## src/itp_pkg.sv

```systemverilog
// package: types, constants and helpers for the timestamp parser
`timescale 1ns / 1ps
package itp_pkg;

  localparam int QueueDepth = 2;

  typedef enum logic [1:0] {
    ST_OK     = 2'd0,
    ST_FORMAT = 2'd1,
    ST_RANGE  = 2'd2,
    ST_REPR   = 2'd3
  } status_t;

  typedef enum logic [1:0] {
    PH_FIXED   = 2'd0,
    PH_FRAC    = 2'd1,
    PH_TAILBAD = 2'd2,
    PH_ZONE    = 2'd3
  } phase_t;

  typedef enum logic [2:0] {
    BK_IDLE  = 3'd0,
    BK_DAYS  = 3'd1,
    BK_MUL1  = 3'd2,
    BK_MUL2  = 3'd3,
    BK_SUM   = 3'd4,
    BK_OUT   = 3'd5
  } back_state_t;

  // everything the front end hands to the back end for one string
  typedef struct packed {
    logic        iso;
    logic [1:0]  early_status;  // status known at the front (format / range, or the whole result for plain numbers)
    logic        early_final;   // early_status is the result
    logic [13:0] year;
    logic [6:0]  month;
    logic [6:0]  day;
    logic [4:0]  hour;
    logic [5:0]  minute;
    logic [5:0]  second;
    logic [29:0] fraction;
    logic [3:0]  fraction_count;
    logic        zone_ok;
    logic [63:0] plain_value;
  } job_t;

  localparam logic [63:0] PlainLimitDiv10 = 64'd922337203685477580;
  localparam logic signed [63:0] MaxEpochDays = 64'sd106751;
  localparam logic [16:0] SecPerDay = 17'd86400;
  localparam logic [29:0] NsPerSec = 30'd1000000000;

  function automatic logic [29:0] frac_scale(input logic [3:0] n);
    logic [29:0] s;
    case (n)
      4'd0: s = 30'd1000000000;
      4'd1: s = 30'd100000000;
      4'd2: s = 30'd10000000;
      4'd3: s = 30'd1000000;
      4'd4: s = 30'd100000;
      4'd5: s = 30'd10000;
      4'd6: s = 30'd1000;
      4'd7: s = 30'd100;
      4'd8: s = 30'd10;
      default: s = 30'd1;
    endcase
    return s;
  endfunction

  function automatic logic is_digit(input logic [7:0] c);
    return (c >= 8'h30) && (c <= 8'h39);
  endfunction

endpackage

```

## src/itp_back.sv

```systemverilog
// back end: civil date to days, nanosecond sum, overflow checks
`timescale 1ns / 1ps
module itp_back
  import itp_pkg::*;
(
  input  logic               clk,
  input  logic               rst_n,
  input  logic               job_valid,
  output logic               job_ready,
  input  job_t               job,
  output logic               out_valid,
  input  logic               out_ready,
  output logic [1:0]         out_status,
  output logic signed [63:0] out_epoch_nanoseconds
);

  back_state_t state_r, state_nxt;
  job_t        job_r;
  logic signed [24:0] days_r;
  logic signed [34:0] day_s_r;
  logic signed [63:0] day_ns_r;
  logic [47:0] tod_s_ns_r;   // whole seconds times 1e9
  logic [59:0] frac_ns_r;
  logic [1:0]  status_r;
  logic signed [63:0] value_r;

  logic               load, take;
  logic signed [15:0] y;
  logic [9:0]         y_div16;
  logic [15:0]        era_prod;
  logic [3:0]         mp;
  logic signed [15:0] era;
  logic [8:0]         yoe;
  logic [14:0]        yoe_prod;
  logic [2:0]         yoe_div100;
  logic [8:0]         doy_base;
  logic [8:0]         doy;
  logic [18:0]        doe;
  logic signed [24:0] days_c;
  logic [16:0]        secs;
  logic signed [64:0] sum65;
  logic [63:0]        tod;

  assign job_ready = (state_r == BK_IDLE);
  assign load      = job_valid && job_ready;
  assign out_valid = (state_r == BK_OUT);
  assign take      = out_valid && out_ready;
  assign out_status = status_r;
  assign out_epoch_nanoseconds = value_r;

  // days from civil, on the registered job
  // year is -1..9999, so era is -1..24; divisions by reciprocal multiply
  always_comb begin
    y   = (job_r.month <= 7'd2) ? 16'(signed'({2'b0, job_r.year})) - 16'sd1
                                : 16'(signed'({2'b0, job_r.year}));
    y_div16  = 10'(y >>> 4);
    era_prod = 16'(y_div16) * 16'd41;
    era = (y < 0) ? -16'sd1 : 16'(era_prod[15:10]);
    yoe = 9'(y - era * 16'sd400);
    yoe_prod   = 15'(yoe) * 15'd41;
    yoe_div100 = yoe_prod[14:12];
    mp  = (job_r.month > 7'd2) ? 4'(job_r.month - 7'd3) : 4'(job_r.month + 7'd9);
    case (mp)
      4'd0:  doy_base = 9'd0;
      4'd1:  doy_base = 9'd31;
      4'd2:  doy_base = 9'd61;
      4'd3:  doy_base = 9'd92;
      4'd4:  doy_base = 9'd122;
      4'd5:  doy_base = 9'd153;
      4'd6:  doy_base = 9'd184;
      4'd7:  doy_base = 9'd214;
      4'd8:  doy_base = 9'd245;
      4'd9:  doy_base = 9'd275;
      4'd10: doy_base = 9'd306;
      default: doy_base = 9'd337;
    endcase
    doy = 9'(doy_base + 9'(job_r.day) - 9'd1);
    doe = 19'(19'(yoe) * 19'd365 + 19'(yoe >> 2) - 19'(yoe_div100) + 19'(doy));
    days_c = 25'(era) * 25'sd146097 + 25'(signed'({1'b0, doe})) - 25'sd719468;
  end

  assign secs  = 17'(job_r.hour) * 17'd3600 + 17'(job_r.minute) * 17'd60
               + 17'(job_r.second);
  assign tod   = 64'(tod_s_ns_r) + 64'(frac_ns_r);
  assign sum65 = 65'(day_ns_r) + 65'(signed'({1'b0, tod}));

  always_comb begin
    state_nxt = state_r;
    unique case (state_r)
      BK_IDLE: if (load) state_nxt = BK_DAYS;
      BK_DAYS: begin
        if (job_r.early_final) state_nxt = BK_OUT;
        else state_nxt = BK_MUL1;
      end
      BK_MUL1: state_nxt = BK_MUL2;
      BK_MUL2: state_nxt = BK_SUM;
      BK_SUM:  state_nxt = BK_OUT;
      BK_OUT:  if (take) state_nxt = BK_IDLE;
      default: state_nxt = BK_IDLE;
    endcase
  end

  always_ff @(posedge clk) begin
    if (!rst_n) state_r <= BK_IDLE;
    else state_r <= state_nxt;
  end

  always_ff @(posedge clk) begin
    if (load) job_r <= job;
    unique case (state_r)
      BK_DAYS: begin
        days_r   <= days_c;
        status_r <= job_r.early_status;
        value_r  <= (job_r.early_final && !job_r.iso && (job_r.early_status == ST_OK))
                    ? signed'(job_r.plain_value) : 64'sd0;
      end
      BK_MUL1: begin
        // only in-bound day counts are used, they fit 18 bits
        day_s_r    <= 35'(signed'(days_r[17:0])) * 35'(signed'({1'b0, SecPerDay}));
        tod_s_ns_r <= 48'(secs) * 48'(NsPerSec);
        frac_ns_r  <= 60'(job_r.fraction) * 60'(frac_scale(job_r.fraction_count));
        if ((days_r < -25'(MaxEpochDays)) || (days_r > 25'(MaxEpochDays)))
          status_r <= ST_REPR;
        else if (!job_r.zone_ok)
          status_r <= ST_FORMAT;
        else
          status_r <= ST_OK;
      end
      BK_MUL2: begin
        day_ns_r <= 64'(day_s_r) * 64'(signed'({1'b0, NsPerSec}));
      end
      BK_SUM: begin
        if ((status_r == ST_OK) && (sum65 > 65'sh0_7FFF_FFFF_FFFF_FFFF)) begin
          status_r <= ST_REPR;
          value_r  <= 64'sd0;
        end else if (status_r == ST_OK) begin
          value_r <= sum65[63:0];
        end else begin
          value_r <= 64'sd0;
        end
      end
      default: ;
    endcase
  end

  assert property (@(posedge clk) disable iff (!rst_n)
    (out_valid && (out_status != ST_OK)) |-> (out_epoch_nanoseconds == 64'sd0))
    else $error("nonzero value with error status");
  assert property (@(posedge clk) disable iff (!rst_n)
    (out_valid && !out_ready) |=> out_valid && $stable(out_status))
    else $error("result changed while stalled");
  assert property (@(posedge clk) disable iff (!rst_n)
    load |=> (state_r == BK_DAYS))
    else $error("load did not start the back end");

endmodule

```

## config.mk

```make
export PLATFORM = sky130hd
export DESIGN_NAME = itp_back
export DESIGN_NICKNAME = d
export VERILOG_FILES = /design/src/itp_pkg.sv /design/src/itp_back.sv
export SDC_FILE = /design/constraint.sdc
export NUM_CORES = 2
export LEC_CHECK = 0
export ABC_AREA = 1
export BUFFER_PORTS_ARGS = -buffer_cell sky130_fd_sc_hd__buf_2
export CAP_MARGIN = 20
export CORE_UTILIZATION = 35
export DETAILED_ROUTE_END_ITERATION = 6
export SYNTH_ARGS = -nofsm -noshare
export SYNTH_HDL_FRONTEND = slang
export SYNTH_SLANG_ARGS = --single-unit
```

## constraint.sdc

```tcl
create_clock -name clk -period 30.5 [get_ports clk]
set_input_delay 9.15 -clock clk [delete_from_list [all_inputs] [get_ports clk]]
set_output_delay 9.15 -clock clk [all_outputs]
set_load 0.01 [all_outputs]
```

After elaboration in Yosys (flattened, before gate mapping):

Memories as Yosys holds them, arrays and structs flattened. A register that Yosys moved wholly into a read port is not among the register bits.
Cells that the tools add are included.

* flip-flop bits (word level): 423
* ROM bits: 624
* input bits: 152
* memories kept: 2

* $add $sub $neg: 15
* $mul: 11
* magnitude comparators: 6
* equal/unequal tests: 8
* mux-type cells: 17
* reductions and logical operators: 14

Memory list
* (name not given): words 16, bits a word 30, read ports 1, clocked after Yosys merged registers in 1, write ports 0, line itp_pkg.sv:54 `case (n)`
* (name not given): words 16, bits a word 9, read ports 1, clocked after Yosys merged registers in 0, write ports 0, line itp_back.sv:63 `case (mp)`

Operators with widths (count)
* $mux 64: 3
* $pmux 64 s2: 1
* $add 64x62->65: 1
* $gt 65x64->1 const B: 1
* $add 47x60->61: 1
* $mul 30x30->60: 1
* $mul 28x22->48 const B: 1
* $mul 17x21->38 const B: 1
* $mux 16: 2
* $mux 30: 1
* $mul 18x11->28 const B: 1
* $add 25x20->25: 1
* $gt 25x18->1 const B: 1
* $lt 25x18->1 const B: 1
* $mul 16x19->25 const B: 1
* $sub 25x21->25 const B: 1
* $add 18x7->19: 1
* $add 19x9->19: 1
* $sub 19x3->19: 1
* $mul 9x9->18 const B: 1
* $pmux 3 s6: 1
* $add 17x12->17: 1
* $add 17x6->17: 1
* $lt 16x1->1 const B: 1
* 31 further kinds: 44

Longest topological paths before layout:

* depth after elaboration: 12
* mapped depth: 89
* mapped depth without buffers: 89

Least setup slack after synthesis:

No wires, ideal clock.

* kind: register -> register
* from: register job_r[123] (netlist name)
* to: register days_r[23], data pin
* setup time: 0.252 ns
* arrival: 13.952 ns
* data required time: 30.248 ns
* slack: 16.296 ns
* stages on the path, launching flop included: 85
* path buffers: 1
* period minus slack after synthesis: 14.204 ns
* cell sequence: edfxtp_1 -> nand2_2 -> nand2_2 -> nor2_4 -> buf_6 -> nand3_2 -> nor3_1 -> nor3b_1 -> xor2_1 -> inv_1 -> ha_1 -> ha_1 -> ha_1 -> ha_1 -> nand2_1 -> nor2_1 -> a211oi_1 -> nand2_1 -> [49 not listed] -> inv_1 -> fa_1 -> inv_1 -> ha_1 -> nand2_1 -> nor2_1 -> a211oi_1 -> o21ai_0 -> nand3_1 -> nand2_1 -> a21boi_1 -> o21ai_0 -> nand2_1 -> nand2_1 -> nand2_1 -> nand2_1 -> nand2_1 -> nand2_1

* word-level cells in the longest chain between the ends: 12
* elaborated cells between the ends (all ways): 22
* classes of those cells: add/sub: 10; mul: 5; order compare: 3; mux: 3; memory: 1

Ends and longest elaborated chain
* start: declaration: line itp_back.sv:18 `job_t job_r;`
* start signal: assignment: line itp_back.sv:109 `if (load) job_r <= job;`
* $le 7x2->1: line itp_back.sv:54 `y = (job_r.month <= 7'd2) ? 16'(signed'({2'b0, job_r.year})) - 16'sd1`
* $mux 16: line itp_back.sv:54
* $mul 10x6->16 / $lt 16x1->1 (equally long branches): line itp_back.sv:57, itp_back.sv:58
* $mux 16: line itp_back.sv:58 `era = (y < 0) ? -16'sd1 : 16'(era_prod[15:10]);`
* $mul 16x6->5: line itp_back.sv:59 `yoe = 9'(y - era * 16'sd400);`
* $sub 9x9->9: line itp_back.sv:59
* $mul 9x9->18: line itp_back.sv:78 `doe = 19'(19'(yoe) * 19'd365 + 19'(yoe >> 2) - 19'(yoe_div100) + 19'(doy));`
* $add 18x7->19: line itp_back.sv:78
* $sub 19x3->19: line itp_back.sv:78
* $add 19x9->19: line itp_back.sv:78
* $add 25x20->25 *: line itp_back.sv:79 `days_c = 25'(era) * 25'sd146097 + 25'(signed'({1'b0, doe})) - 25'sd719468;`
* $sub 25x21->25 *: line itp_back.sv:79
* via days_c[23]: line itp_back.sv:39 `logic signed [24:0] days_c;`
* end signal: assignment: line itp_back.sv:112 `days_r <= days_c;`
* end: declaration: line itp_back.sv:19 `logic signed [24:0] days_r;`

The timed path passes the listed nets; every way through them passes the cells marked *.
A chain may end at the register's enable or synchronous reset.

Final worst setup path:

Ends and elaborated chain as after synthesis.

==> run metrics <==
die width=478 um; register area share after synthesis=16.3%; Crit. Startpoint=job_r[123]$_DFFE_PP_; Clock Sinks=439; routed wire length=214 mm; IO Count=220; H-tree Lvls=2; Core Box Area=225000 um2; top_reg_cell synth=edfxtp_1; first-pass GRT wire length=335 mm; Core Util, Final=38.1%; IO Port Bufs=219; Post-CTS Hold Fix Bufs=0; EDFF count, synth=413; worst reg2reg path startpoint=job_r[123]$_DFFE_PP_; CP required=30.95 ns; initial antenna violation count=8; Final setup violation count=0; wire length per cell=18.2 um; FF-to-FF setup slack=14.62 ns; Min-Delay Endpoint=out_epoch_nanoseconds[11]$_DFFE_PP_; RSZ-0062 raised after global routing=false; type of the worst min-delay path=flop to flop; DP Worst Slack=14.58 ns; Seq. cell area=12900 um2; Worst path max stage delay=0.54 ns; max_slew headroom=22.9%; Area Growth Syn to Fin=8.15%; Hold Crit Depth=2; worst setup margin=14.62 ns; maximum number of pins on one net before global-route repair=75; crit start category=flop; Die ar.=229000 um2; Min Hold Slack=0.520 ns; number of fill cells=22600; Arr. time, crit path=16.33 ns; DP HPWL=180 mm; Max FO, Critical Path=14; Crit. End Element=flop; Mapped Cells=8515; row cnt=174; status=finished, violations left; period utilisation layout=52.1%; Tmin final=15.88 ns; cell repeated most along the worst path=nand2_1; antenna viol nets, final=0; CTS tree=built; setup_tns=0 ns; Remaining Overflow, GRT=0; count of cell types in the netlist=65; number of global-route vias before repair=59000; DR iter-0 viols=3460; Layout Nets=11300; Worst R2R End=days_r[23]$_DFFE_PN_; Initial Util=35.2%; clock buffer count from CTS=54; post-synthesis register bit count=439; DR vias/cell=4.76; DRC violations left=32; Mapped Avg Cell Area=9.32 um2; worst clock skew=0.0432 ns; Die Ht=478 um; Final Max Tran Viols=0; HP Start=job_r[11]$_DFFE_PP_; layout cells sized above 1=4.97%; Async S/R FF share, synth=0%; via count=55800; # Post-CTS Setup Buffers=0; commonest non-fill, non-tap cell in the layout=inv_1; commonest non-fill, non-tap cells in the layout=2369 x inv_1, 1396 x fa_1, 1333 x nand2_1; R2R depth=83; failing checks=design-rule violations; Reg clk slew, reported paths=0.06 ns; area occupied by multi-input gates=57000 um2; Root Buffer=clkbuf_16; Mapped Area=79300 um2; worst-margin pin slew=1.16 ns; worst-path cell with the longest stage delay=fa_1; critical path class=flop to flop; MaxCap Viol Count=0; Final GP Congestion=0.948; DR pass1 iterations=7; GRT Overall Usage=18.8%; Fmax=63.0 MHz; clk buf depth=3; Final Hold Fails=0; worst skew pair latency=0.71 ns; synth warn=0; post-cts resize count=0
-- synth_stat cells, types with 4 or more instances --
master,n,area share (%)
clkbuf_1,141,0.67
nor2_4,4,0.057
a21o_1,28,0.26
ha_1,1069,17
o221ai_1,6,0.066
a21boi_0,11,0.10
a21oi_1,346,2.2
dfxtp_1,26,0.66
inv_1,2370,11
o22ai_1,7,0.055
nand2_4,7,0.099
nand3_1,115,0.73
fa_1,1396,35
xor2_1,205,2.3
o2111ai_1,6,0.066
nor2_1,306,1.4
nand2_1,1334,6.3
o31ai_1,8,0.076
a31oi_1,56,0.44
o21a_1,22,0.21
a211oi_1,8,0.076
nand3_2,10,0.13
a22o_1,13,0.14
xnor2_1,150,1.7
nor3_1,35,0.22
nor4_1,20,0.16
o21ai_0,229,1.4
nand4_1,44,0.35
o21bai_1,23,0.22
o211ai_1,20,0.19
edfxtp_1,413,16
o21ai_1,8,0.050
nand2_2,16,0.13
or2_2,14,0.11
-- critical path: cells and delay by family, from the launching register on --
kind,cells,cell delay [ns]
adders and majority gates,21,7.60
xor gates and xnor gates,4,0.86
DFF,1,0.45
buffers and inverters,10,0.62
and+or+nand+nor,37,4.12
AOI/OAI and AO/OA,11,1.98
-- state kept, by name (all words and copies together), names as in the netlist, named ones only --
signal,flops
days_r,25
frac_ns_r,60
tod_s_ns_r,38
day_s_r,28
day_ns_r,48
out_status,2
job_r,148
state_r,3
out_epoch_nanoseconds,64
-- layer usage --
metal	routed length, um	vias to the layer above	global-route usage [%]
met2	95900	1503	30.0
met3	11000	255	1.91
met5	39	-	0
met1	101000	27800	27.0
met4	5860	6	5.17
li1	-	26300	-
-- through the flow --
step                      std cells  cell area [um2]
final                         11700            85800
after global routing          11700            85800
after CTS                     11700            85800
after detailed placement      11600            84000
after global placement        11600            84000
after floorplan                8516            79300
-- layout make-up --
type	instances	area share, %
antenna	1	0.00292
clock buffer	61	1.61
clock inverter	37	0.462
inverter	2374	10.4
multi-input combinational	5557	66.4
sequential	439	15.1
tap	2992	4.36
timing repair buffer	267	1.70
-- logic make-up (layout without fill, tap and decap cells) --
family                   count (synthesis)  in the layout  share of synthesized area, %
buffers and inverters                 2520           2739                          11.9
adder cells (fa/ha/maj)               2465           2465                          52.1
AND/OR/NAND/NOR                       1921           1921                          9.87
AO/OA/AOI/OAI                          811            811                          5.82
flip-flops                             439            439                          16.3
XOR/XNOR                               358            358                          3.99
other                                    1              3                       0.00473
-- how the worst max path moves through the flow --
| stage | end | cells after the start | slack (ns) |
|---|---|---|---|
| 2_1_floorplan | days_r[23]$_DFFE_PN_ | 84 | 16.30 |
| 3_3_place_gp | days_r[23]$_DFFE_PN_ | 83 | 14.84 |
| 3_5_place_dp | days_r[23]$_DFFE_PN_ | 83 | 14.58 |
| 4_1_cts | days_r[23]$_DFFE_PN_ | 83 | 14.55 |
| 5_1_grt | days_r[23]$_DFFE_PN_ | 83 | 13.41 |
| 6_report | days_r[23]$_DFFE_PN_ | 83 | 14.62 |
Power is not shown: default switching activity piles up to over one toggle a cycle in this logic, so the estimate is an artifact.
