$ cat src/itp_pkg.sv
// package: types, constants and helpers for the timestamp parser
`timescale 1ns / 1ps
package itp_pkg;

  localparam int QueueDepth = 2;

  typedef enum logic [1:0] {
    ST_OK     = 2'd0,
    ST_FORMAT = 2'd1,
    ST_RANGE  = 2'd2,
    ST_REPR   = 2'd3
  } status_t;

  typedef enum logic [1:0] {
    PH_FIXED   = 2'd0,
    PH_FRAC    = 2'd1,
    PH_TAILBAD = 2'd2,
    PH_ZONE    = 2'd3
  } phase_t;

  typedef enum logic [2:0] {
    BK_IDLE  = 3'd0,
    BK_DAYS  = 3'd1,
    BK_MUL1  = 3'd2,
    BK_MUL2  = 3'd3,
    BK_SUM   = 3'd4,
    BK_OUT   = 3'd5
  } back_state_t;

  // everything the front end hands to the back end for one string
  typedef struct packed {
    logic        iso;
    logic [1:0]  early_status;  // status known at the front (format / range, or the whole result for plain numbers)
    logic        early_final;   // early_status is the result
    logic [13:0] year;
    logic [6:0]  month;
    logic [6:0]  day;
    logic [4:0]  hour;
    logic [5:0]  minute;
    logic [5:0]  second;
    logic [29:0] fraction;
    logic [3:0]  fraction_count;
    logic        zone_ok;
    logic [63:0] plain_value;
  } job_t;

  localparam logic [63:0] PlainLimitDiv10 = 64'd922337203685477580;
  localparam logic signed [63:0] MaxEpochDays = 64'sd106751;
  localparam logic [16:0] SecPerDay = 17'd86400;
  localparam logic [29:0] NsPerSec = 30'd1000000000;

  function automatic logic [29:0] frac_scale(input logic [3:0] n);
    logic [29:0] s;
    case (n)
      4'd0: s = 30'd1000000000;
      4'd1: s = 30'd100000000;
      4'd2: s = 30'd10000000;
      4'd3: s = 30'd1000000;
      4'd4: s = 30'd100000;
      4'd5: s = 30'd10000;
      4'd6: s = 30'd1000;
      4'd7: s = 30'd100;
      4'd8: s = 30'd10;
      default: s = 30'd1;
    endcase
    return s;
  endfunction

  function automatic logic is_digit(input logic [7:0] c);
    return (c >= 8'h30) && (c <= 8'h39);
  endfunction

endpackage

$ cat src/itp_front.sv
// front end: per-character accumulation and early checks
`timescale 1ns / 1ps
module itp_front
  import itp_pkg::*;
(
  input  logic       clk,
  input  logic       rst_n,
  input  logic       in_valid,
  output logic       in_ready,
  input  logic [7:0] in_character,
  input  logic       in_has_char,
  input  logic       in_last,
  output logic       job_valid,
  input  logic       job_ready,
  output job_t       job
);

  logic [4:0]  char_index_r;
  phase_t      iso_phase_r;
  logic [13:0] year_r;
  logic [6:0]  month_r, day_r, hour_r, minute_r, second_r;
  logic [29:0] fraction_r;
  logic [3:0]  fcount_r;
  logic        iso_bad_r, date_mark_r, plain_ovf_r, plain_bad_r, any_char_r;
  logic [63:0] plain_r;

  logic [4:0]  char_index_nxt;
  phase_t      iso_phase_nxt;
  logic [13:0] year_nxt;
  logic [6:0]  month_nxt, day_nxt, hour_nxt, minute_nxt, second_nxt;
  logic [29:0] fraction_nxt;
  logic [3:0]  fcount_nxt;
  logic        iso_bad_nxt, date_mark_nxt, plain_ovf_nxt, plain_bad_nxt, any_char_nxt;
  logic [63:0] plain_nxt;

  logic        accept, dig, zone;
  logic [3:0]  d;
  logic        range_bad;

  assign in_ready = job_ready;
  assign accept   = in_valid && in_ready;
  assign dig      = is_digit(in_character);
  assign d        = in_character[3:0];
  assign zone     = (in_character == "Z") || (in_character == "z");

  always_comb begin
    char_index_nxt = char_index_r;
    iso_phase_nxt  = iso_phase_r;
    year_nxt       = year_r;
    month_nxt      = month_r;
    day_nxt        = day_r;
    hour_nxt       = hour_r;
    minute_nxt     = minute_r;
    second_nxt     = second_r;
    fraction_nxt   = fraction_r;
    fcount_nxt     = fcount_r;
    iso_bad_nxt    = iso_bad_r;
    date_mark_nxt  = date_mark_r;
    plain_nxt      = plain_r;
    plain_ovf_nxt  = plain_ovf_r;
    plain_bad_nxt  = plain_bad_r;
    any_char_nxt   = any_char_r;
    if (in_has_char) begin
      any_char_nxt = 1'b1;
      if ((in_character == "T") || (in_character == "-")) date_mark_nxt = 1'b1;
      if ((iso_phase_r == PH_FIXED) && (char_index_r < 5'd19)) begin
        char_index_nxt = char_index_r + 5'd1;
        if ((char_index_r == 5'd4) || (char_index_r == 5'd7)) begin
          if (in_character != "-") iso_bad_nxt = 1'b1;
        end else if (char_index_r == 5'd10) begin
          if (in_character != "T") iso_bad_nxt = 1'b1;
        end else if ((char_index_r == 5'd13) || (char_index_r == 5'd16)) begin
          if (in_character != ":") iso_bad_nxt = 1'b1;
        end else if (!dig) begin
          iso_bad_nxt = 1'b1;
        end else if (char_index_r < 5'd4) begin
          year_nxt = 14'(year_r * 14'd10 + 14'(d));
        end else if (char_index_r < 5'd7) begin
          month_nxt = 7'(month_r * 7'd10 + 7'(d));
        end else if (char_index_r < 5'd10) begin
          day_nxt = 7'(day_r * 7'd10 + 7'(d));
        end else if (char_index_r < 5'd13) begin
          hour_nxt = 7'(hour_r * 7'd10 + 7'(d));
        end else if (char_index_r < 5'd16) begin
          minute_nxt = 7'(minute_r * 7'd10 + 7'(d));
        end else begin
          second_nxt = 7'(second_r * 7'd10 + 7'(d));
        end
      end else begin
        case (iso_phase_r)
          PH_FIXED: begin
            if (in_character == ".") iso_phase_nxt = PH_FRAC;
            else iso_phase_nxt = zone ? PH_ZONE : PH_TAILBAD;
          end
          PH_FRAC: begin
            if (dig) begin
              if (fcount_r < 4'd9) begin
                fraction_nxt = 30'(fraction_r * 30'd10 + 30'(d));
                fcount_nxt   = fcount_r + 4'd1;
              end
            end else if ((fcount_r != 4'd0) && zone) begin
              iso_phase_nxt = PH_ZONE;
            end else begin
              iso_phase_nxt = PH_TAILBAD;
            end
          end
          default: iso_phase_nxt = PH_TAILBAD;
        endcase
      end
      if (!dig) begin
        plain_bad_nxt = 1'b1;
      end else if (!plain_ovf_r) begin
        if ((plain_r > PlainLimitDiv10) || ((plain_r == PlainLimitDiv10) && (d > 4'd7)))
          plain_ovf_nxt = 1'b1;
        else
          plain_nxt = (plain_r << 3) + (plain_r << 1) + 64'(d);
      end
    end
  end

  // close of string: uses the updated accumulators
  assign range_bad = (month_nxt < 7'd1) || (month_nxt > 7'd12) || (day_nxt < 7'd1) ||
                     (day_nxt > 7'd31) || (hour_nxt > 7'd23) || (minute_nxt > 7'd59) ||
                     (second_nxt > 7'd60);

  always_comb begin
    job = '0;
    job.iso            = date_mark_nxt;
    job.year           = year_nxt;
    job.month          = month_nxt;
    job.day            = day_nxt;
    job.hour           = hour_nxt[4:0];
    job.minute         = minute_nxt[5:0];
    job.second         = second_nxt[5:0];
    job.fraction       = fraction_nxt;
    job.fraction_count = fcount_nxt;
    job.zone_ok        = (iso_phase_nxt == PH_ZONE);
    job.plain_value    = plain_nxt;
    if (date_mark_nxt) begin
      if (iso_bad_nxt || (char_index_nxt < 5'd19)) begin
        job.early_status = ST_FORMAT;
        job.early_final  = 1'b1;
      end else if (range_bad) begin
        job.early_status = ST_RANGE;
        job.early_final  = 1'b1;
      end
    end else begin
      job.early_final = 1'b1;
      if (!any_char_nxt || plain_bad_nxt) job.early_status = ST_FORMAT;
      else if (plain_ovf_nxt) job.early_status = ST_REPR;
      else job.early_status = ST_OK;
    end
  end

  assign job_valid = in_valid && in_last;

  always_ff @(posedge clk) begin
    if (!rst_n || (accept && in_last)) begin
      char_index_r <= '0;
      iso_phase_r  <= PH_FIXED;
      year_r       <= '0;
      month_r      <= '0;
      day_r        <= '0;
      hour_r       <= '0;
      minute_r     <= '0;
      second_r     <= '0;
      fraction_r   <= '0;
      fcount_r     <= '0;
      iso_bad_r    <= 1'b0;
      date_mark_r  <= 1'b0;
      plain_r      <= '0;
      plain_ovf_r  <= 1'b0;
      plain_bad_r  <= 1'b0;
      any_char_r   <= 1'b0;
    end else if (accept) begin
      char_index_r <= char_index_nxt;
      iso_phase_r  <= iso_phase_nxt;
      year_r       <= year_nxt;
      month_r      <= month_nxt;
      day_r        <= day_nxt;
      hour_r       <= hour_nxt;
      minute_r     <= minute_nxt;
      second_r     <= second_nxt;
      fraction_r   <= fraction_nxt;
      fcount_r     <= fcount_nxt;
      iso_bad_r    <= iso_bad_nxt;
      date_mark_r  <= date_mark_nxt;
      plain_r      <= plain_nxt;
      plain_ovf_r  <= plain_ovf_nxt;
      plain_bad_r  <= plain_bad_nxt;
      any_char_r   <= any_char_nxt;
    end
  end

  assert property (@(posedge clk) disable iff (!rst_n)
    (accept && in_last) |=> (char_index_r == 5'd0) && !date_mark_r && !any_char_r)
    else $error("front state not cleared after close");
  assert property (@(posedge clk) disable iff (!rst_n)
    (fcount_r <= 4'd9) && (char_index_r <= 5'd19))
    else $error("front counter beyond its cap");
  assert property (@(posedge clk) disable iff (!rst_n)
    (fcount_r != 4'd0) |-> (iso_phase_r != PH_FIXED))
    else $error("fraction digits outside fraction phase");

endmodule

$ cat config.mk
export PLATFORM = sky130hd
export DESIGN_NAME = itp_front
export DESIGN_NICKNAME = d
export VERILOG_FILES = /design/src/itp_pkg.sv /design/src/itp_front.sv
export SDC_FILE = /design/constraint.sdc
export NUM_CORES = 1
export LEC_CHECK = 0
export BUFFER_PORTS_ARGS = -buffer_cell sky130_fd_sc_hd__buf_2
export CORE_MARGIN = 10
export CORE_UTILIZATION = 62
export DETAILED_ROUTE_END_ITERATION = 7
export PLACE_DENSITY_LB_ADDON = 0.08
export SLEW_MARGIN = 0
export SYNTH_ARGS = -nofsm -noshare
export SYNTH_HDL_FRONTEND = slang
export SYNTH_SLANG_ARGS = --single-unit
export TNS_END_PERCENT = 10
$ cat constraint.sdc
create_clock -name clk -period 6.5 [get_ports clk]
set_input_delay 1.625 -clock clk [delete_from_list [all_inputs] [get_ports clk]]
set_output_delay 1.625 -clock clk [all_outputs]
set_load 0.05 [all_outputs]
# ---- Word-level counts from Yosys, hierarchy flattened
# Cells that the tools add are included.
dict set report word_totals {
  input_bits 14
  reg_bits 159
  out_inout_bits 150
  wordCells 196
}
dict set report classes {
  muxes 102
  n_reduce_logical 25
  add_sub_neg 11
  eq_ne 16
  n_lt_le_gt_ge 19
  multipliers 7
}
# operator count
set op_table {}
lappend op_table {{two-way mux 7 bit} 49}
lappend op_table {{two-way mux 64 bit} 4}
lappend op_table {{two-way mux 30 bit} 5}
lappend op_table {{two-way mux 14 bit} 7}
lappend op_table {{adder 64 x 4 -> 64 bit} 1}
lappend op_table {{adder 64 bit} 1}
lappend op_table {{equality test 64 x 60 -> 1 bit, second input constant} 1}
lappend op_table {{greater-than comparator 64 x 60 -> 1 bit, second input constant} 1}
lappend op_table {{adder 7 x 4 -> 7 bit} 5}
lappend op_table {{multiplier 7 x 3 -> 6 bit, second input constant} 5}
lappend op_table {{adder 30 x 4 -> 30 bit} 1}
lappend op_table {{multiplier 30 x 3 -> 29 bit, second input constant} 1}
lappend op_table {{equality test 8 x 7 -> 1 bit, second input constant} 3}
lappend op_table {{two-way mux 1 bit} 20}
lappend op_table {{two-way mux 4 bit} 5}
lappend op_table {{equality test 8 x 6 -> 1 bit, second input constant} 2}
lappend op_table {{inequality test 8 x 6 -> 1 bit, second input constant} 2}
lappend op_table {{< comparator 5 bit, second input constant} 3}
lappend op_table {{adder 14 x 4 -> 14 bit} 1}
lappend op_table {{greater-than comparator 7 x 5 -> 1 bit, second input constant} 2}
lappend op_table {{greater-than comparator 7 x 6 -> 1 bit, second input constant} 2}
lappend op_table {{logical OR 1 bit} 14}
lappend op_table {{< comparator 7 x 1 -> 1 bit, second input constant} 2}
lappend op_table {{multiplier 14 x 3 -> 13 bit, second input constant} 1}
lappend op_table {{other kinds (23)} 42}

# ---- Longest topological paths before layout
dict set report depth {
  word_depth 20
  ltp_mapped 14
  depth_no_buf 14
}

# ---- Least setup slack after synthesis
# No wires, ideal clock.
dict set report synth_timing {
  kind {input to output}
  from {input in_character[3]}
  to {output job[44] (netlist name)}
  required_ps 4875
  arrival_time_ps 5382
  stages 12
  n_path_buf 0
  setup_slack_ps -507
  cell_sequence {fa_1 -> fa_1 -> a21o_1 -> nand4_1 -> nand2_1 -> o2111a_1 -> o22a_1 -> a31oi_1 -> o21bai_1 -> a21oi_1 -> xor2_1 -> o21ai_0}
}
# item line
set synth_lines {}
lappend synth_lines {{start, declared} itp_front.sv:10} ;# input logic [7:0] in_character,
lappend synth_lines {{end, declared} itp_front.sv:15} ;# output job_t job

==> run_results.csv <==
group,metric,value,unit
status,status,"finished, violations left",
status,failed_checks,"setup timing",
global_routing,antenna_found_initial,1,
route,avgRoutedWirePerCell,19.0,um
global_routing,gr-total-overflow,0,
global_routing,use_met1,35.5,%
synthesis,synth_compound_gate_area_share,23.5,%
synthesis,synthAdderAreaFrac,19.4,%
worst_hold_path,hp-start,"day_r[6]$_SDFFE_PP0P_",
synthesis,ys_warn_count,0,
timing,period_needed,6610,ps
global_routing,grt_pass1_wl,86.8,mm
final_layout,layout-drive-gt1-share,17.7,%
critical_path,r2r_cells,31,
synthesis,synth_top_cell_area_share,18.5,%
critical_path,critical_path_buf_inv_count,2,
timing,min_period_over_period,102,%
synthesis,yosysTopAreaCell,"dfxtp_1",
placement,placed_area,18500,sq um
final_layout,area_growth,14.3,%
timing,tightest_slew,964,ps
critical_path,path_delay_family,"compound AO/OA/AOI/OAI gates",
cts,insertion_delay,470,ps
power,power.density,126,nW/um^2
route,drc,0,
power,vdd_ir_drop_max,200,uV
cts,numCtsBuffers,17,
timing,hold_violations,0,
critical_path,startpoint_type,"input pin",
placement,place_hpwl,40.1,mm
synthesis,synth-simple-area-share,20.8,%
cts,clock_sinks,159,
final_layout,final_cell_mix,"nand2_1, ha_1, nor2_1",
route,first_pass_iters,5,
placement,dp.cells,2746,
run,cap_violations,0,
final_layout,final_common_cell,"nand2_1",
synthesis,ys_seq_elements,159,
cts,cts_max_level,4,
synthesis,syn_nets,2523,
cts,cts_tree,"done",
critical_path,cp_data_arrival_time,4990,ps
final_layout,nNetsFinal,2692,
timing,skew,18.2,ps
final_layout,antenna_cells,0,
cts,cts_root_buffer,"clkbuf_16",
route,via_per_inst,6.21,
global_routing,grt_busiest_layer,"met2",
synthesis,synth_edf_count,0,
floorplanning,die-area,34700,sq um
synthesis,postSynthCellCount,2253,
placement,place_congestion,0.961,
critical_path,critPathSlowestCell,"fa_2",
critical_path,path_class,"in -> out",
critical_path,reg2reg_from,"plain_r[20]$_SDFFE_PP0P_",
timing,worst_slack,-112,ps
route,drt_wl_total,53.5,mm
critical_path,max_stage_delay,590,ps
route,drtIter0Drc,1480,
worst_hold_path,holdPathStages,2,
floorplanning,start_util,63.3,%
synthesis,synth_xor_xnor_area_share,8.52,%
route,vias,17400,
final_layout,layout.cells.non_filler,2807,
global_routing,grt_pass1_vias,17200,
timing,setup_viol,12,
floorplanning,core_area,27100,sq um
critical_path,r2r_slack,970,ps
synthesis,ys.flop_type,"dfxtp_1",
route,final_antenna_net_count,0,
floorplanning,die_x,186,um
critical_path,path_cells,"buf_12 -> fa_2 -> fa_2 -> a21o_1 -> nand4_1 -> a2111o_1 -> a31oi_4 -> o2111ai_4 -> a311oi_2 -> o21ai_2 -> o21ai_2 -> nor3_1 -> or4_4 -> buf_8",
critical_path,crit_fanout,2,
floorplanning,ioPinCount,164,
synthesis,ys_seq_area_share,18.5,%
timing,rsz0062_at_grt,"true",
power,leakage,9.45,nW
global_routing,grt_use_total,29.6,%
timing,slew_headroom,35.7,%
synthesis,synth_mux_area_share,4.29,%
synthesis,async_flop_share,0,%
synthesis,synth_area,17200,sq um
global_routing,grt_max_degree,82,
synthesis,synth_cell_types,100,
cts,clockBufferDepth,2,
worst_hold_path,holdCritPathClass,"reg -> reg",
cts,clk_pin_slew_worst_paths,70,ps
critical_path,worstSetupEndpointType,"primary output",
synthesis,synth_area_leaders,"dfxtp_1, ha_1, nand2_1",
global_routing,met2_usage,50.5,%
floorplanning,fp-row-count,60,
synthesis,synth_area_per_cell,7.62,sq um
timing,maxSlewViolCount,0,
synthesis,synth_top_family_by_area,"compound AO/OA/AOI/OAI gates",
global_routing,use_met3,4.64,%
floorplanning,fp.dieH,186,um
timing,fmax,151,MHz
critical_path,reg2reg_to,"plain_r[58]$_SDFFE_PP0P_",
worst_hold_path,min_to,"day_r[6]$_SDFFE_PP0P_",
placement,port_buffers,163,
critical_path,crit_required,4880,ps
final_layout,design_area,19600,sq um
flip-flops by register name, summed over array words and instances (netlist names):
signal,flops
iso_phase_r,2
day_r,7
hour_r,7
fraction_r,30
char_index_r,5
year_r,14
plain_r,64
minute_r,7
plain_ovf_r,1
iso_bad_r,1
date_mark_r,1
second_r,7
month_r,7
any_char_r,1
plain_bad_r,1
fcount_r,4
logic make-up after synthesis:
kind of cell,count (synthesis)
xor gates and xnor gates,167
DFF,159
buffers and inverters,199
muxes,67
adders and majority gates,256
AOI/OAI and AO/OA,637
and+or+nand+nor,768
per-stage QoR:
stage	setup slack (ps)	total power, mW	TNS, ps	utilization, %	hold WS, ps
after floorplan	-260	1.29	-1120	-	437
after global placement	-319	1.39	-1470	68.4	449
after detailed placement	-378	1.40	-2820	68.4	462
after CTS	-38.0	2.46	-83.8	71.6	472
after global routing	-258	2.54	-4680	72.4	497
final	-112	2.47	-587	72.4	472
layer usage:
| layer | vias to the layer above | share of wire, % | wire length, um |
|---|---|---|---|
| met5 | - | 0.032 | 17 |
| met4 | 2 | 4.3 | 2300 |
| met3 | 141 | 5.9 | 3130 |
| met2 | 673 | 48 | 25600 |
| met1 | 8223 | 42 | 22400 |
| li1 | 8404 | - | - |
Yosys cell counts, types with 8 or more instances:
cell type	instances
a22o_1	13
o21bai_1	15
nor2b_1	14
a21o_1	64
xnor2_1	104
nor3_1	42
a31oi_1	23
o211ai_1	14
o21ai_1	23
nor2_1	209
nand4_1	32
xor2_1	63
fa_1	16
dfxtp_1	159
nand3_1	30
and3_1	20
mux2i_1	15
and2_1	11
o21ai_0	144
buf_2	22
nand2_1	321
or3_1	11
nor3b_1	9
a211oi_1	28
nand2b_1	11
ha_1	240
inv_1	73
buf_4	21
buf_1	8
a21oi_1	203
o21a_1	17
nor4_1	13
clkbuf_1	70
mux2_2	51
layout make-up:
class                      count  area [sq um]
clock inverter                10           128
sequential                   159          3180
clock buffer                  22           454
inverter                      75           282
multi-input combinational   1895         13300
tap                          372           465
fill                        2231          7470
timing repair buffer         274          1800
power by group:
group          switching, mW  total, mW  internal (mW)  leakage [nW]
logic                  0.260      0.373          0.114          7.90
registers             0.0238       1.01          0.991          1.29
clock network          0.495       1.08          0.583         0.270
worst max path at each step:
stage	start	endpoint	slack [ps]	cells after the start
floorplan	in_character[3]	job[55]	-260	12
global placement	in_character[3]	job[62]	-320	14
detailed placement	in_character[3]	job[62]	-380	14
CTS	in_character[3]	job[62]	-40	14
global route	in_character[3]	job[27]	-260	15
finish	in_character[3]	job[62]	-110	14
worst min-delay path, stage by stage, from the launching register on:
cell	delay, ps
dfxtp_1	320
nand2_1	50
a21oi_1	60
what timing repair did:
item,in CTS,in global routing
gates resized for setup,29,46
hold endpoints to repair,0,0
buffers inserted,25,5
pin swaps,15,20
setup endpoints to repair,28,40
cloned,0,0
hold buffers,0,0
Note: power is estimated with default switching activity, not from simulation.
