--- src/itp_pkg.sv ---
// package: types, constants and helpers for the timestamp parser
`timescale 1ns / 1ps
package itp_pkg;

  localparam int QueueDepth = 2;

  typedef enum logic [1:0] {
    ST_OK     = 2'd0,
    ST_FORMAT = 2'd1,
    ST_RANGE  = 2'd2,
    ST_REPR   = 2'd3
  } status_t;

  typedef enum logic [1:0] {
    PH_FIXED   = 2'd0,
    PH_FRAC    = 2'd1,
    PH_TAILBAD = 2'd2,
    PH_ZONE    = 2'd3
  } phase_t;

  typedef enum logic [2:0] {
    BK_IDLE  = 3'd0,
    BK_DAYS  = 3'd1,
    BK_MUL1  = 3'd2,
    BK_MUL2  = 3'd3,
    BK_SUM   = 3'd4,
    BK_OUT   = 3'd5
  } back_state_t;

  // everything the front end hands to the back end for one string
  typedef struct packed {
    logic        iso;
    logic [1:0]  early_status;  // status known at the front (format / range, or the whole result for plain numbers)
    logic        early_final;   // early_status is the result
    logic [13:0] year;
    logic [6:0]  month;
    logic [6:0]  day;
    logic [4:0]  hour;
    logic [5:0]  minute;
    logic [5:0]  second;
    logic [29:0] fraction;
    logic [3:0]  fraction_count;
    logic        zone_ok;
    logic [63:0] plain_value;
  } job_t;

  localparam logic [63:0] PlainLimitDiv10 = 64'd922337203685477580;
  localparam logic signed [63:0] MaxEpochDays = 64'sd106751;
  localparam logic [16:0] SecPerDay = 17'd86400;
  localparam logic [29:0] NsPerSec = 30'd1000000000;

  function automatic logic [29:0] frac_scale(input logic [3:0] n);
    logic [29:0] s;
    case (n)
      4'd0: s = 30'd1000000000;
      4'd1: s = 30'd100000000;
      4'd2: s = 30'd10000000;
      4'd3: s = 30'd1000000;
      4'd4: s = 30'd100000;
      4'd5: s = 30'd10000;
      4'd6: s = 30'd1000;
      4'd7: s = 30'd100;
      4'd8: s = 30'd10;
      default: s = 30'd1;
    endcase
    return s;
  endfunction

  function automatic logic is_digit(input logic [7:0] c);
    return (c >= 8'h30) && (c <= 8'h39);
  endfunction

endpackage

--- src/itp_queue.sv ---
// short job queue between front and back
`timescale 1ns / 1ps
module itp_queue
  import itp_pkg::*;
#(
  parameter int Depth = QueueDepth
) (
  input  logic clk,
  input  logic rst_n,
  input  logic push_valid,
  output logic push_ready,
  input  job_t push_job,
  output logic pop_valid,
  input  logic pop_ready,
  output job_t pop_job
);

  localparam int AW = (Depth > 1) ? $clog2(Depth) : 1;

  job_t          mem_r [Depth];
  logic [AW-1:0] wptr_r, rptr_r;
  logic [AW:0]   count_r;
  logic          push, pop;

  assign push_ready = (count_r != (AW+1)'(Depth));
  assign pop_valid  = (count_r != '0);
  assign push       = push_valid && push_ready;
  assign pop        = pop_valid && pop_ready;
  assign pop_job    = mem_r[rptr_r];

  always_ff @(posedge clk) begin
    if (push) mem_r[wptr_r] <= push_job;
  end

  always_ff @(posedge clk) begin
    if (!rst_n) begin
      wptr_r  <= '0;
      rptr_r  <= '0;
      count_r <= '0;
    end else begin
      if (push) wptr_r <= (wptr_r == AW'(Depth - 1)) ? '0 : wptr_r + 1'b1;
      if (pop) rptr_r <= (rptr_r == AW'(Depth - 1)) ? '0 : rptr_r + 1'b1;
      count_r <= count_r + (AW+1)'(push) - (AW+1)'(pop);
    end
  end

  assert property (@(posedge clk) disable iff (!rst_n)
    count_r <= (AW+1)'(Depth))
    else $error("queue count beyond depth");
  assert property (@(posedge clk) disable iff (!rst_n)
    (push && !pop) |=> (count_r == $past(count_r) + 1'b1))
    else $error("queue count missed a push");

endmodule

--- config.mk ---
export PLATFORM = sky130hd
export DESIGN_NAME = itp_queue
export DESIGN_NICKNAME = d
export VERILOG_FILES = /design/src/itp_pkg.sv /design/src/itp_queue.sv
export SDC_FILE = /design/constraint.sdc
export NUM_CORES = 1
export LEC_CHECK = 0
export BUFFER_PORTS_ARGS = -buffer_cell sky130_fd_sc_hd__buf_2
export CORE_MARGIN = 5
export CORE_UTILIZATION = 33
export CTS_CLUSTER_DIAMETER = 50
export DETAILED_ROUTE_END_ITERATION = 7
export SLEW_MARGIN = 20
export SYNTH_ARGS = -nofsm -noshare
export SYNTH_HDL_FRONTEND = slang
export SYNTH_SLANG_ARGS = --single-unit
--- constraint.sdc ---
create_clock -name clk -period 5.7 [get_ports clk]
set_clock_uncertainty 0.05 [all_clocks]
set_input_delay 0.57 -clock clk [delete_from_list [all_inputs] [get_ports clk]]
set_output_delay 0.57 -clock clk [all_outputs]
set_load 0.05 [all_outputs]
# ---- Word level (Yosys, flattened, before mapping)
# Memories as Yosys holds them, arrays and structs flattened. A register that Yosys moved wholly into a read port is not among the register bits.
# Index checks and enable logic that the tools add are counted.
dict set report totals {
  output_inout_bits 150
  ff_bits 4
  mem_count 1
  ram_bits 296
}
dict set report op_classes {
  n_reduce_logical 3
  mux 6
  n_eq_ne 1
  add_sub_neg 4
}
# name words width rd rd_clocked_by_memory_dff wr line
set memory_table {}
lappend memory_table {mem_r 2 148 1 1 1 itp_queue.sv:20} ;# job_t mem_r [Depth];
# op count
set ops {}
lappend ops {{$mux W1} 6}
lappend ops {{$add A1 B1 Y1 const B} 2}
lappend ops {{$add A2 B1 Y2} 1}
lappend ops {{$logic_and A1 B1 Y1} 2}
lappend ops {{$ne A2 B2 Y1 const B} 1}
lappend ops {{$reduce_bool A2 Y1} 1}
lappend ops {{$sub A2 B1 Y2} 1}

# ---- Longest topological paths before layout
# Gate-level depths: netlist of the first run.
dict set report logic_depth {
  word_depth 4
  ltp_mapped 6
}

# ---- Worst setup path after synthesis of the first run
# No wires, ideal clock.
dict set report synth_timing {
  path_kind {register to register}
  start {reg count_r[0]}
  end {mem mem_r[1][0] (netlist bit) (enable)}
  arrival_time_ps 4458
  synth_period_minus_slack_ps 5035
  stages_incl_launch_ff 3
  setup_time_ps 526
  slack_ps 665
  n_path_buf 0
  path_cell_list {dfxtp_1 -> nand2b_1 -> and3_1}
}
dict set report synth_between {
  elab_chain_len 4
}
# item line
set synth_lines {}
lappend synth_lines {{start, declared} itp_queue.sv:22} ;# logic [AW:0] count_r;
lappend synth_lines {{start signal, assigned} itp_queue.sv:43} ;# count_r <= count_r + (AW+1)'(push) - (AW+1)'(pop);
lappend synth_lines {{$ne A2 B2 Y1} itp_queue.sv:25} ;# assign push_ready = (count_r != (AW+1)'(Depth));
lappend synth_lines {{via push_ready} itp_queue.sv:11} ;# output logic push_ready,
lappend synth_lines {{$logic_and A1 B1 Y1} itp_queue.sv:27} ;# assign push = push_valid && push_ready;
lappend synth_lines {{$mux W1} itp_queue.sv:32} ;# if (push) mem_r[wptr_r] <= push_job;
lappend synth_lines {{$mux W1 (implied by the code)} itp_queue.sv:32}
lappend synth_lines {{end, declared} itp_queue.sv:20}
# The timed path passes the listed nets, and every way through them passes these cells.

==> results of run 1 <==
==> cells by family (layout without fill, tap and decap cells) <==
family          after synthesis  count (layout)  synth area share
flops                       301             301             0.819
mux                         149             149             0.153
buf+inv                      17             370            0.0149
simple gates                 13              13           0.00673
compound gates                7               7           0.00490
fa+ha+maj                     1               1           0.00114
xor+xnor                      1               1          0.000798
other cells                   0               4                 0
==> metrics by stage <==
stage               std cells  instance area (µm²)  hold slack, ps  utilization  setup WS (ps)
finish                   1288                14100             219        0.432           2840
global route             1286                14100             182        0.432           2750
CTS                      1284                14100             182        0.432           2800
detailed placement       1221                13000             540        0.396           3130
global placement         1221                13000             520        0.396           3110
floorplan                 489                11000             479            -            665
==> state kept, by name (all words and copies together) (netlist names), named ones only <==
signal   cells
count_r      2
mem_r      296
rptr_r       1
wptr_r       1
==> routing by layer <==
metal	vias up	GRT usage
li1	2623	-
met2	206	0.198
met1	2777	0.127
met5	-	0
met4	2	0.0387
met3	47	0.0490
==> report_power, final <==
group / switching [mW] / internal [mW]
sequential: 0.0473 / 2.69
combinational: 1.44 / 0.531
clock: 0.848 / 1.32
total: 2.34 / 4.54
==> cells in the mapped netlist <==
cell type    n
nor2_1       2
xnor2_1      1
a32oi_1      1
o21ai_0      2
nand3b_1     1
a21bo_2      2
a21boi_0     1
nand3_1      1
nand2_1      1
nand2b_1     2
buf_6       12
a211oi_1     1
nor2b_1      1
edfxtp_1   296
mux2i_1      1
and2_1       3
or2_2        1
buf_4        2
inv_1        1
and3_1       1
mux2_2     148
buf_2        2
dfxtp_1      5
ha_1         1
==> critical path, stage by stage, from the launching register on <==
cell	delay [ps]
dfxtp_4	350
buf_4	660
mux2_2	430
buf_2	210
==> final cells by class <==
type,count,area share
Timing Repair Buffer,306,0.111
Tap cell,442,0.0392
Multi-Input combinational cell,171,0.130
Clock inverter,19,0.0131
Clock buffer,44,0.0688
Sequential cell,301,0.637
Inverter,1,0.000620
Antenna cell,4,0.000709
==> worst paths after layout <==
kind                            slack [ps]             startpoint  cells after the start                     end
worst max-delay path                  2840              flip-flop                      3             pop_job[44]
worst min-delay path                   220           push_job[29]                      1  mem_r[0][29]$_DFFE_PP_
worst max register to register        3240  count_r[0]$_SDFF_PN0_                      3   mem_r[1][4]$_DFFE_PP_
worst min register to register         540    rptr_r$_SDFFE_PN0P_                      2               flip-flop
==> metrics.md, run 1 <==
| Metric | Value |
|---|---|
| Commonest non-fill, non-tap cell in the layout | `buf_2` |
| CTS tree | `done` |
| Postcts setup bufs | `0` |
| Final hold violations | `0` |
| Via density | `4.39` |
| Count of different cell masters after synthesis | `24` |
| H-tree depth | `2` |
| Final setup viols | `0` |
| Total power | `6.88 mW` |
| HP Class | `in2reg` |
| Least-Margin Pin Slew | `911 ps` |
| CP Max Fanout | `65` |
| Worst path required time | `5080 ps` |
| Total CTS buffers | `37` |
| Vias post-DR | `5655` |
| Lkg Pwr | `5.19 nW` |
| Final worst-path cycle share | `0.502` |
| Die Ht | `192 µm` |
| Yosys warns | `0` |
| Power Dens Cells | `487 nW/µm²` |
| RSZ-0062 raised after global routing | `false` |
| Vias in the first global route | `5986` |
| Tot GR Track Use | `0.114` |
| WL met2 | `11.0 mm` |
| Deepest clock path buffer count | `3` |
| Synth top area share | `0.810` |
| CP arrival | `2240 ps` |
| Met3 WL | `2.30 mm` |
| Initial drt markers | `195` |
| FF+latch count, synth | `301` |
| Fillers | `2992` |
| CP Class | `reg2out` |
| Syn nets | `642` |
| Status | `complete, no violations` |
| Worst setup SP type | `flip-flop` |
| Synthesized instance count | `489` |
| Routed Antenna Nets | `0` |
| Routed wire per std cell | `17.3 µm` |
| Root Driver | `clkbuf_16` |
| Rows | `66` |
| Leading area contributor after synthesis | `edfxtp_1` |
| Die area | `37000 µm²` |
| First-pass GRT wire length | `32.6 mm` |
| DRC viols | `0` |
| Largest net degree at the start of global routing | `96` |
| Top sig layer | `met5` |
| PostCTS Resize Cnt | `0` |
| Most frequent cells in the layout | `buf_2, edfxtp_1, mux2_2` |
| Peak supply drop | `0.350 mV` |
| Clock insertion delay at the later pin of the skew report | `480 ps` |
| Storage cell area | `8990 µm²` |
| Post-Syn Area | `11000 µm²` |
| Clock slew at reported path FFs | `60 ps` |
| Max-cap violation count | `0` |
| I/O pin count | `302` |
| Share of layout cells above drive strength 1 | `0.610` |
| Final net count | `971` |
| Total routed wirelength | `22.3 mm` |
| Initial antenna violation count | `3` |
| Core box area | `32700 µm²` |
| Min Tclk post-route | `2860 ps` |
| First-pass DRT Iterations | `6` |
| F_max | `0.350 GHz` |
| Fin Setup TNS | `0 ps` |
| Die X | `192 µm` |
| GRT overflow | `0` |
| Multi-input gate area | `1830 µm²` |
| Synthesis-to-finish area growth | `28.6%` |
| Post-CTS Hold Fix Bufs | `0` |
| Mapped Avg Cell Area | `22.4 µm²` |
| Final HPWL DP | `14.7 mm` |
| Sink Count | `301` |
| Top cells by area, synth | `edfxtp_1, mux2_2, buf_6` |
| Initial Util | `0.336` |
| # port buffers | `301` |
| Max-slew violations | `0` |
| Crit. End Element | `primary output` |
| Slew headroom | `0.393` |
| Sequential share of the synthesized area | `0.819` |
| Met1 Wirelength | `8.39 mm` |
| Routability cong. | `0.708` |
Note: power is estimated with default switching activity, not from simulation.
==> run 2, diff against run 1 <==
ABC_AREA = 1   (was not set)
clock period = 2.8 ns   (was 5.7 ns; I/O delays follow)
==> run 2 against run 1 <==
  * Sequential cell count unchanged
  * Synthesized cell count grew 1.4%
  * Global-route usage up 0.82 points
  * Clock power is 120% higher
  * Register-to-register slack lost 2200 ps
  * Critical endpoint is now pop_job[100]
==> metrics.md, run 2 <==
| Metric | Value |
|---|---|
| Power Dens Cells | `995 nW/µm² (was 487 nW/µm²)` |
| Crit. End Element | `primary output (unchanged)` |
| Synthesis-to-finish area growth | `44.2% (was 28.6%)` |
| Non-filler cells, final | `1450 (was 1288)` |
| Syn nets | `649 (was 642)` |
| Deepest clock path buffer count | `3 (unchanged)` |
| Vias post-DR | `6279 (was 5655)` |
| Total CTS buffers | `37 (unchanged)` |
| Top cells by area, synth | `edfxtp_1, mux2_2, buf_6 (unchanged)` |
| Final setup viols | `0 (unchanged)` |
| CP delay by family, top | `flip-flops (was buffers and inverters)` |
| Die X | `192 µm (about the same)` |
| Tot GR Track Use | `0.122 (was 0.114)` |
| Vias in the first global route | `6677 (was 5986)` |
| GRT overflow | `0 (unchanged)` |
| DP Area | `13100 µm² (was 13000 µm²)` |
| Clock insertion delay at the later pin of the skew report | `500 ps (was 480 ps)` |
| Initial drt markers | `201 (was 195)` |
| Buf/Inv on CP | `2 (unchanged)` |
| Post-synth EDFFs | `296 (unchanged)` |
| Routed wire per std cell | `16.6 µm (was 17.3 µm)` |
| Worst path required time | `2470 ps (was 5080 ps)` |
| I/O pin count | `302 (unchanged)` |
| Die area | `36900 µm² (was 37000 µm²)` |
| Fin Setup TNS | `0 ps (unchanged)` |
| Synthesized instance count | `496 (was 489)` |
| First-pass DRT Iterations | `4 (was 6)` |
| Final hold violations | `0 (unchanged)` |
| Largest net degree at the start of global routing | `84 (was 96)` |
| Count of different cell masters after synthesis | `13 (was 24)` |
| Max incr delay on CP | `610 ps (was 660 ps)` |
| Post-Syn Area | `10900 µm² (was 11000 µm²)` |
| Mapped Avg Cell Area | `22.1 µm² (was 22.4 µm²)` |
| Via density | `4.33 (was 4.39)` |
| Max-cap violation count | `0 (unchanged)` |
| Least-Margin Pin Slew | `573 ps (was 911 ps)` |
| CTS tree | `done (unchanged)` |
| Initial antenna violation count | `0 (was 3)` |
| First-pass GRT wire length | `35.8 mm (was 32.6 mm)` |
| HP Class | `in2reg (unchanged)` |
| Share of layout cells above drive strength 1 | `0.513 (was 0.610)` |
| Postcts setup bufs | `0 (unchanged)` |
| Final worst-path cycle share | `0.856` |
| RSZ-0062 raised after global routing | `false (unchanged)` |
| Final Util | `0.484 (was 0.432)` |
| Sink Count | `301 (unchanged)` |
| Routability cong. | `0.725 (was 0.708)` |
| Largest regs | `mem_r (296), count_r (2) (unchanged)` |
| Max reg flops | `296 (unchanged)` |
| CP arrival | `2070 ps (was 2240 ps)` |
| Crit path max-delay cell type | `dfxtp_4 (was buf_4)` |
| Core box area | `32600 µm² (was 32700 µm²)` |
| Worst setup SP type | `flip-flop (unchanged)` |
| Final instance area | `15800 µm² (was 14100 µm²)` |
| CP Cell Sequence | `buf_4 -> mux2_2 -> buf_2 (unchanged)` |
| Most frequent cells in the layout | `buf_2, edfxtp_1, dlygate4sd3_1 (was buf_2, edfxtp_1, mux2_2)` |
| Post-CTS Hold Fix Bufs | `149 (was 0)` |
| CP Class | `reg2out (unchanged)` |
| Status | `complete, no violations (unchanged)` |
| Cell with the most instances after synthesis | `edfxtp_1 (unchanged)` |
| Final net count | `1133 (was 971)` |
| DRC viols | `0 (unchanged)` |
| Final HPWL DP | `15.3 mm (was 14.7 mm)` |
| FF+latch count, synth | `301 (unchanged)` |
| H-tree depth | `2 (unchanged)` |
| Lkg Pwr | `5.92 nW (was 5.19 nW)` |
| Initial Util | `0.336 (about the same)` |
| Max-slew violations | `0 (unchanged)` |
| Slew headroom | `0.618 (was 0.393)` |
| Synth top area share | `0.812 (was 0.810)` |
| Peak supply drop | `0.576 mV (was 0.350 mV)` |
| ANT cells | `0 (was 4)` |
| # port buffers | `301 (unchanged)` |
| Post-synth ARST share | `0 (unchanged)` |
| Rows | `66 (unchanged)` |
| Most instantiated cells after synthesis | `edfxtp_1, mux2_2, buf_6, nand2_1, nor2_1 (was edfxtp_1, mux2_2, buf_6, dfxtp_1, and2_1)` |
| Placed instance count | `1234 (was 1221)` |
| Dominant synthesized flop cell | `edfxtp_1 (unchanged)` |
| Leading area contributor after synthesis | `edfxtp_1 (unchanged)` |
| PostCTS Resize Cnt | `0 (unchanged)` |
| Root Driver | `clkbuf_16 (unchanged)` |
| Commonest non-fill, non-tap cell in the layout | `buf_2 (unchanged)` |
| CP Max Fanout | `23 (was 65)` |
| F_max | `0.417 GHz` |
| Clock slew at reported path FFs | `50 ps (was 60 ps)` |
| Largest Register | `mem_r (unchanged)` |
| Yosys warns | `0 (unchanged)` |
| Sequential share of the synthesized area | `0.821 (was 0.819)` |
| Die Ht | `192 µm (about the same)` |
| Total routed wirelength | `24.1 mm (was 22.3 mm)` |
| Routed Antenna Nets | `0 (unchanged)` |
| Min Tclk post-route | `2400 ps` |
==> run 2: cell count changes after synthesis, sizes merged, moves of 2 or more <==
cell    before  now
nand2b       2    0
and2         3    0
o21ai        2    0
nor2         2    9
inv          1    7
a21bo        2    0
nand2        1   11
==> run 2: final cells by class <==
type | count | area [µm²]
inverters | 7 | 26.3
fillers | 2782 | 16800
clock inverters | 20 | 216
flip-flops and latches | 301 | 8990
repair buffers | 461 | 3170
clock buffers | 47 | 1010
well taps | 442 | 553
multi-input cells | 172 | 1820
==> run 2: final timing paths <==
kind	from	to	slack, ps	cells past startpoint
setup / recovery	flip-flop	pop_job[100]	400	3
hold / removal	push_valid	wptr_r$_SDFFE_PN0P_	140	5
setup reg to reg	count_r[1]$_SDFF_PN0_	count_r[1]$_SDFF_PN0_	1080	10
hold reg to reg	rptr_r$_SDFFE_PN0P_	rptr_r$_SDFFE_PN0P_	450	2
==> run 2: logic make-up (layout without fill, tap and decap cells) <==
| family | count (synthesis) | count (layout) | synth area share |
|---|---|---|---|
| AO/OA/AOI/OAI | 1 | 1 | 0.000457 |
| XOR/XNOR | 1 | 1 | 0.000800 |
| adder cells (fa/ha/maj) | 1 | 1 | 0.00114 |
| buffers and inverters | 23 | 535 | 0.0170 |
| flip-flops | 301 | 301 | 0.821 |
| multiplexers | 148 | 148 | 0.152 |
| AND/OR/NAND/NOR | 21 | 21 | 0.00731 |
==> run 2: per-stage QoR <==
step | total power, mW | hold WS, ps | setup slack (ps)
2_1_floorplan | 9.85 | 323 | -471
3_3_place_gp | 11.0 | 417 | 904
3_5_place_dp | 11.0 | 421 | 872
4_1_cts | 15.9 | 109 | 336
5_1_grt | 16.4 | 128 | 292
6_report | 15.7 | 137 | 404
==> run 2: layer usage <==
layer	global-route usage	up-vias	wire [µm]
met2	0.214	214	12200
met4	0.0329	0	474
met1	0.145	3084	9500
li1	-	2939	-
met5	0	-	0
met3	0.0407	42	1930
==> run 2: worst reg2reg max path: stages, from the launching register on <==
cell	delay (ps)
dfxtp_1	470
nor2_1	110
nor2_1	290
xnor2_1	110
ha_1	200
inv_1	50
nand2_1	40
nand2_1	100
nand3_1	80
nand2_1	80
nor2_1	30
==> run 2: power breakdown <==
part           total, mW  switching (mW)  internal, mW
clock network       4.69            1.76          2.93
registers           5.91           0.190          5.72
logic               5.11            3.64          1.47
total               15.7            5.59          10.1
==> run 3, diff against run 2 <==
PLACE_DENSITY = 0.6   (was not set)
REMOVE_ABC_BUFFERS = 1   (was not set)
==> run 3 against run 2 <==
  * Routed wire length is 1.7% lower
  * Global-route usage hardly changed
  * Critical endpoint is now pop_job[50]
  * Clock-buffer cell count is 6 lower
  * Worst setup slack worse by 42 ps
  * Cell count is 0.34% lower
  * Core utilization is 0.41 points lower
  * Sequential cell count stayed put
  * Final area is 0.85% lower
==> metrics.md, run 3 (same netlist as run 2, synthesis figures left out) <==
| Metric | Value |
|---|---|
| Grt met2 use | `0.209 (was 0.214)` |
| Combinational Power Share | `0.328 (was 0.325)` |
| Final hold violations | `0 (unchanged)` |
| CP arrival | `2110 ps (was 2070 ps)` |
| Setup WS post-layout | `362 ps (was 404 ps)` |
| Max reg flops | `296 (unchanged)` |
| Power Dens Cells | `982 nW/µm² (was 995 nW/µm²)` |
| Worst r2r src | `count_r[0]$_SDFF_PN0_ (was count_r[1]$_SDFF_PN0_)` |
| Hold_sp | `pop_ready (was push_valid)` |
| Lkg Pwr | `5.88 nW (was 5.92 nW)` |
| H-tree depth | `2 (unchanged)` |
| Largest net degree at the start of global routing | `79 (was 84)` |
| Routed Antenna Nets | `0 (unchanged)` |
| Worst path required time | `2470 ps (about the same)` |
| First-pass DRT Iterations | `4 (unchanged)` |
| Least-Margin Pin Slew | `470 ps (was 573 ps)` |
| CTS tree | `done (unchanged)` |
| Core box area | `32600 µm² (unchanged)` |
| Final Util | `0.480 (was 0.484)` |
| # port buffers | `301 (unchanged)` |
| CP Class | `reg2out (unchanged)` |
| Min Tclk post-route | `2440 ps (was 2400 ps)` |
| Final HPWL DP | `15.2 mm (was 15.3 mm)` |
| Total CTS buffers | `36 (was 37)` |
| F_max | `0.410 GHz (was 0.417 GHz)` |
| Net Sw Frac | `0.358 (was 0.356)` |
| Clock Power Share | `0.289 (was 0.299)` |
| RSZ-0062 raised after global routing | `false (unchanged)` |
| Clock insertion delay at the later pin of the skew report | `500 ps (about the same)` |
| Root Driver | `clkbuf_16 (unchanged)` |
| R2R cell count | `5 (was 10)` |
| Pint | `9.87 mW (was 10.1 mW)` |
| Synthesis-to-finish area growth | `42.9% (was 44.2%)` |
| Routability cong. | `0.690 (was 0.725)` |
| Total routed wirelength | `23.7 mm (was 24.1 mm)` |
| Status | `complete, no violations (unchanged)` |
| Place WS | `847 ps (was 872 ps)` |
| Final net count | `1131 (was 1133)` |
| Die Ht | `192 µm (unchanged)` |
| Max-cap violation count | `0 (unchanged)` |
| ANT cells | `0 (unchanged)` |
| I/O pin count | `302 (unchanged)` |
| Peak supply drop | `0.600 mV (was 0.576 mV)` |
| Deepest clock path buffer count | `3 (unchanged)` |
| Initial Util | `0.336 (unchanged)` |
| Max-slew violations | `0 (unchanged)` |
| Slack of the worst reg-to-reg path | `1040 ps (was 1080 ps)` |
| Global-route met3 utilization | `0.0340 (was 0.0407)` |
| Vias in the first global route | `6736 (was 6677)` |
| Slew headroom | `0.687 (was 0.618)` |
| First-pass GRT wire length | `35.6 mm (was 35.8 mm)` |
| Fin Setup TNS | `0 ps (unchanged)` |
| Die X | `192 µm (unchanged)` |
| Die area | `36900 µm² (unchanged)` |
| Share of layout cells above drive strength 1 | `0.514 (was 0.513)` |
| Hold depth | `5 (unchanged)` |
| Final worst-path cycle share | `0.871 (was 0.856)` |
| Clock slew at reported path FFs | `50 ps (about the same)` |
| Reg power frac | `0.383 (was 0.376)` |
| Reg-to-Reg End | `mem_r[1][4]$_DFFE_PP_ (was count_r[1]$_SDFF_PN0_)` |
| PostCTS Resize Cnt | `0 (unchanged)` |
| DRC viols | `0 (unchanged)` |
| Most frequent cells in the layout | `buf_2, edfxtp_1, dlygate4sd3_1 (unchanged)` |
| Initial drt markers | `218 (was 201)` |
| Rows | `66 (unchanged)` |
| Vias post-DR | `6207 (was 6279)` |
| Min-Delay Endpoint | `count_r[1]$_SDFF_PN0_ (was wptr_r$_SDFFE_PN0P_)` |
| GRT overflow | `0 (unchanged)` |
| Largest Register | `mem_r (unchanged)` |
| Gr busiest metal | `met2 (unchanged)` |
| Postcts setup bufs | `0 (unchanged)` |
| Crit. End Element | `primary output (unchanged)` |
| Via density | `4.30 (was 4.33)` |
| Final hold slack | `188 ps (was 137 ps)` |
| CP Max Fanout | `27 (was 23)` |
| Worst setup SP type | `flip-flop (unchanged)` |
| Sink Count | `301 (unchanged)` |
| Routed wire per std cell | `16.4 µm (was 16.6 µm)` |
| HP Class | `in2reg (unchanged)` |
| Tot GR Track Use | `0.122 (about the same)` |
| Commonest non-fill, non-tap cell in the layout | `buf_2 (unchanged)` |
| Initial antenna violation count | `0 (unchanged)` |
| Post-CTS Hold Fix Bufs | `149 (unchanged)` |
| Largest regs | `mem_r (296), count_r (2) (unchanged)` |
| Final setup viols | `0 (unchanged)` |
| M1 GR Usage | `0.149 (was 0.145)` |
| Net Switching | `5.51 mW (was 5.59 mW)` |
## run 3: cell count changes in the layout (fill, tap and decap cells not counted), moves of 2 or more
cell / previous run / this run
clkinv_2: 0 / 6
clkinv_4: 3 / 1
nand2_8: 2 / 0
clkbuf_1: 8 / 3
clkbuf_16: 39 / 37
buf_12: 7 / 5
nand2_1: 9 / 11
clkinv_1: 9 / 6
## run 3: final cells by class
| class | count | area [µm²] |
|---|---|---|
| Clock buffer | 41 | 951 |
| Clock inverter | 22 | 204 |
| Fill cell | 2775 | 17000 |
| Inverter | 7 | 26.3 |
| Multi-Input combinational cell | 172 | 1790 |
| Sequential cell | 301 | 8990 |
| Tap cell | 442 | 553 |
| Timing Repair Buffer | 460 | 3140 |
## run 3: worst max path at each step
stage | cells after the start | end | slack (ps)
2_1_floorplan | 4 | mem_r[1][0]$_DFFE_PP_ | -5100
3_3_place_gp | 3 | pop_job[57] | 870
3_5_place_dp | 3 | pop_job[107] | 850
4_1_cts | 3 | pop_job[107] | 300
5_1_grt | 3 | pop_job[112] | 240
6_report | 3 | pop_job[50] | 360
## run 3: power groups by stage
stage | Combinational [mW] | Clock (mW) | Sequential (mW)
3_5_place_dp | 4.93 | 0 | 5.99
3_3_place_gp | 4.93 | 0 | 5.96
2_1_floorplan | 3.64 | 0 | 6.23
5_1_grt | 5.30 | 4.81 | 5.95
6_report | 5.04 | 4.44 | 5.89
4_1_cts | 5.11 | 4.59 | 5.90
## run 3: stage by stage
step | area (µm²) | instances | power, mW
floorplan | 10800 | 480 | 9.87
global placement | 13000 | 1233 | 10.9
detailed placement | 13000 | 1233 | 10.9
CTS | 15700 | 1445 | 15.6
global route | 15700 | 1445 | 16.1
finish | 15700 | 1445 | 15.4
## run 3: critical path, cell delays in order, from the launching register on
cell     delay (ps)
dfxtp_4         600
buf_4           390
mux2_2          380
buf_2           210
## run 3: layer usage
metal / vias up / wire [µm]
met3: 45 / 1570
met4: 0 / 627
met2: 202 / 11800
met1: 3039 / 9730
li1: 2921 / -
met5: - / 0
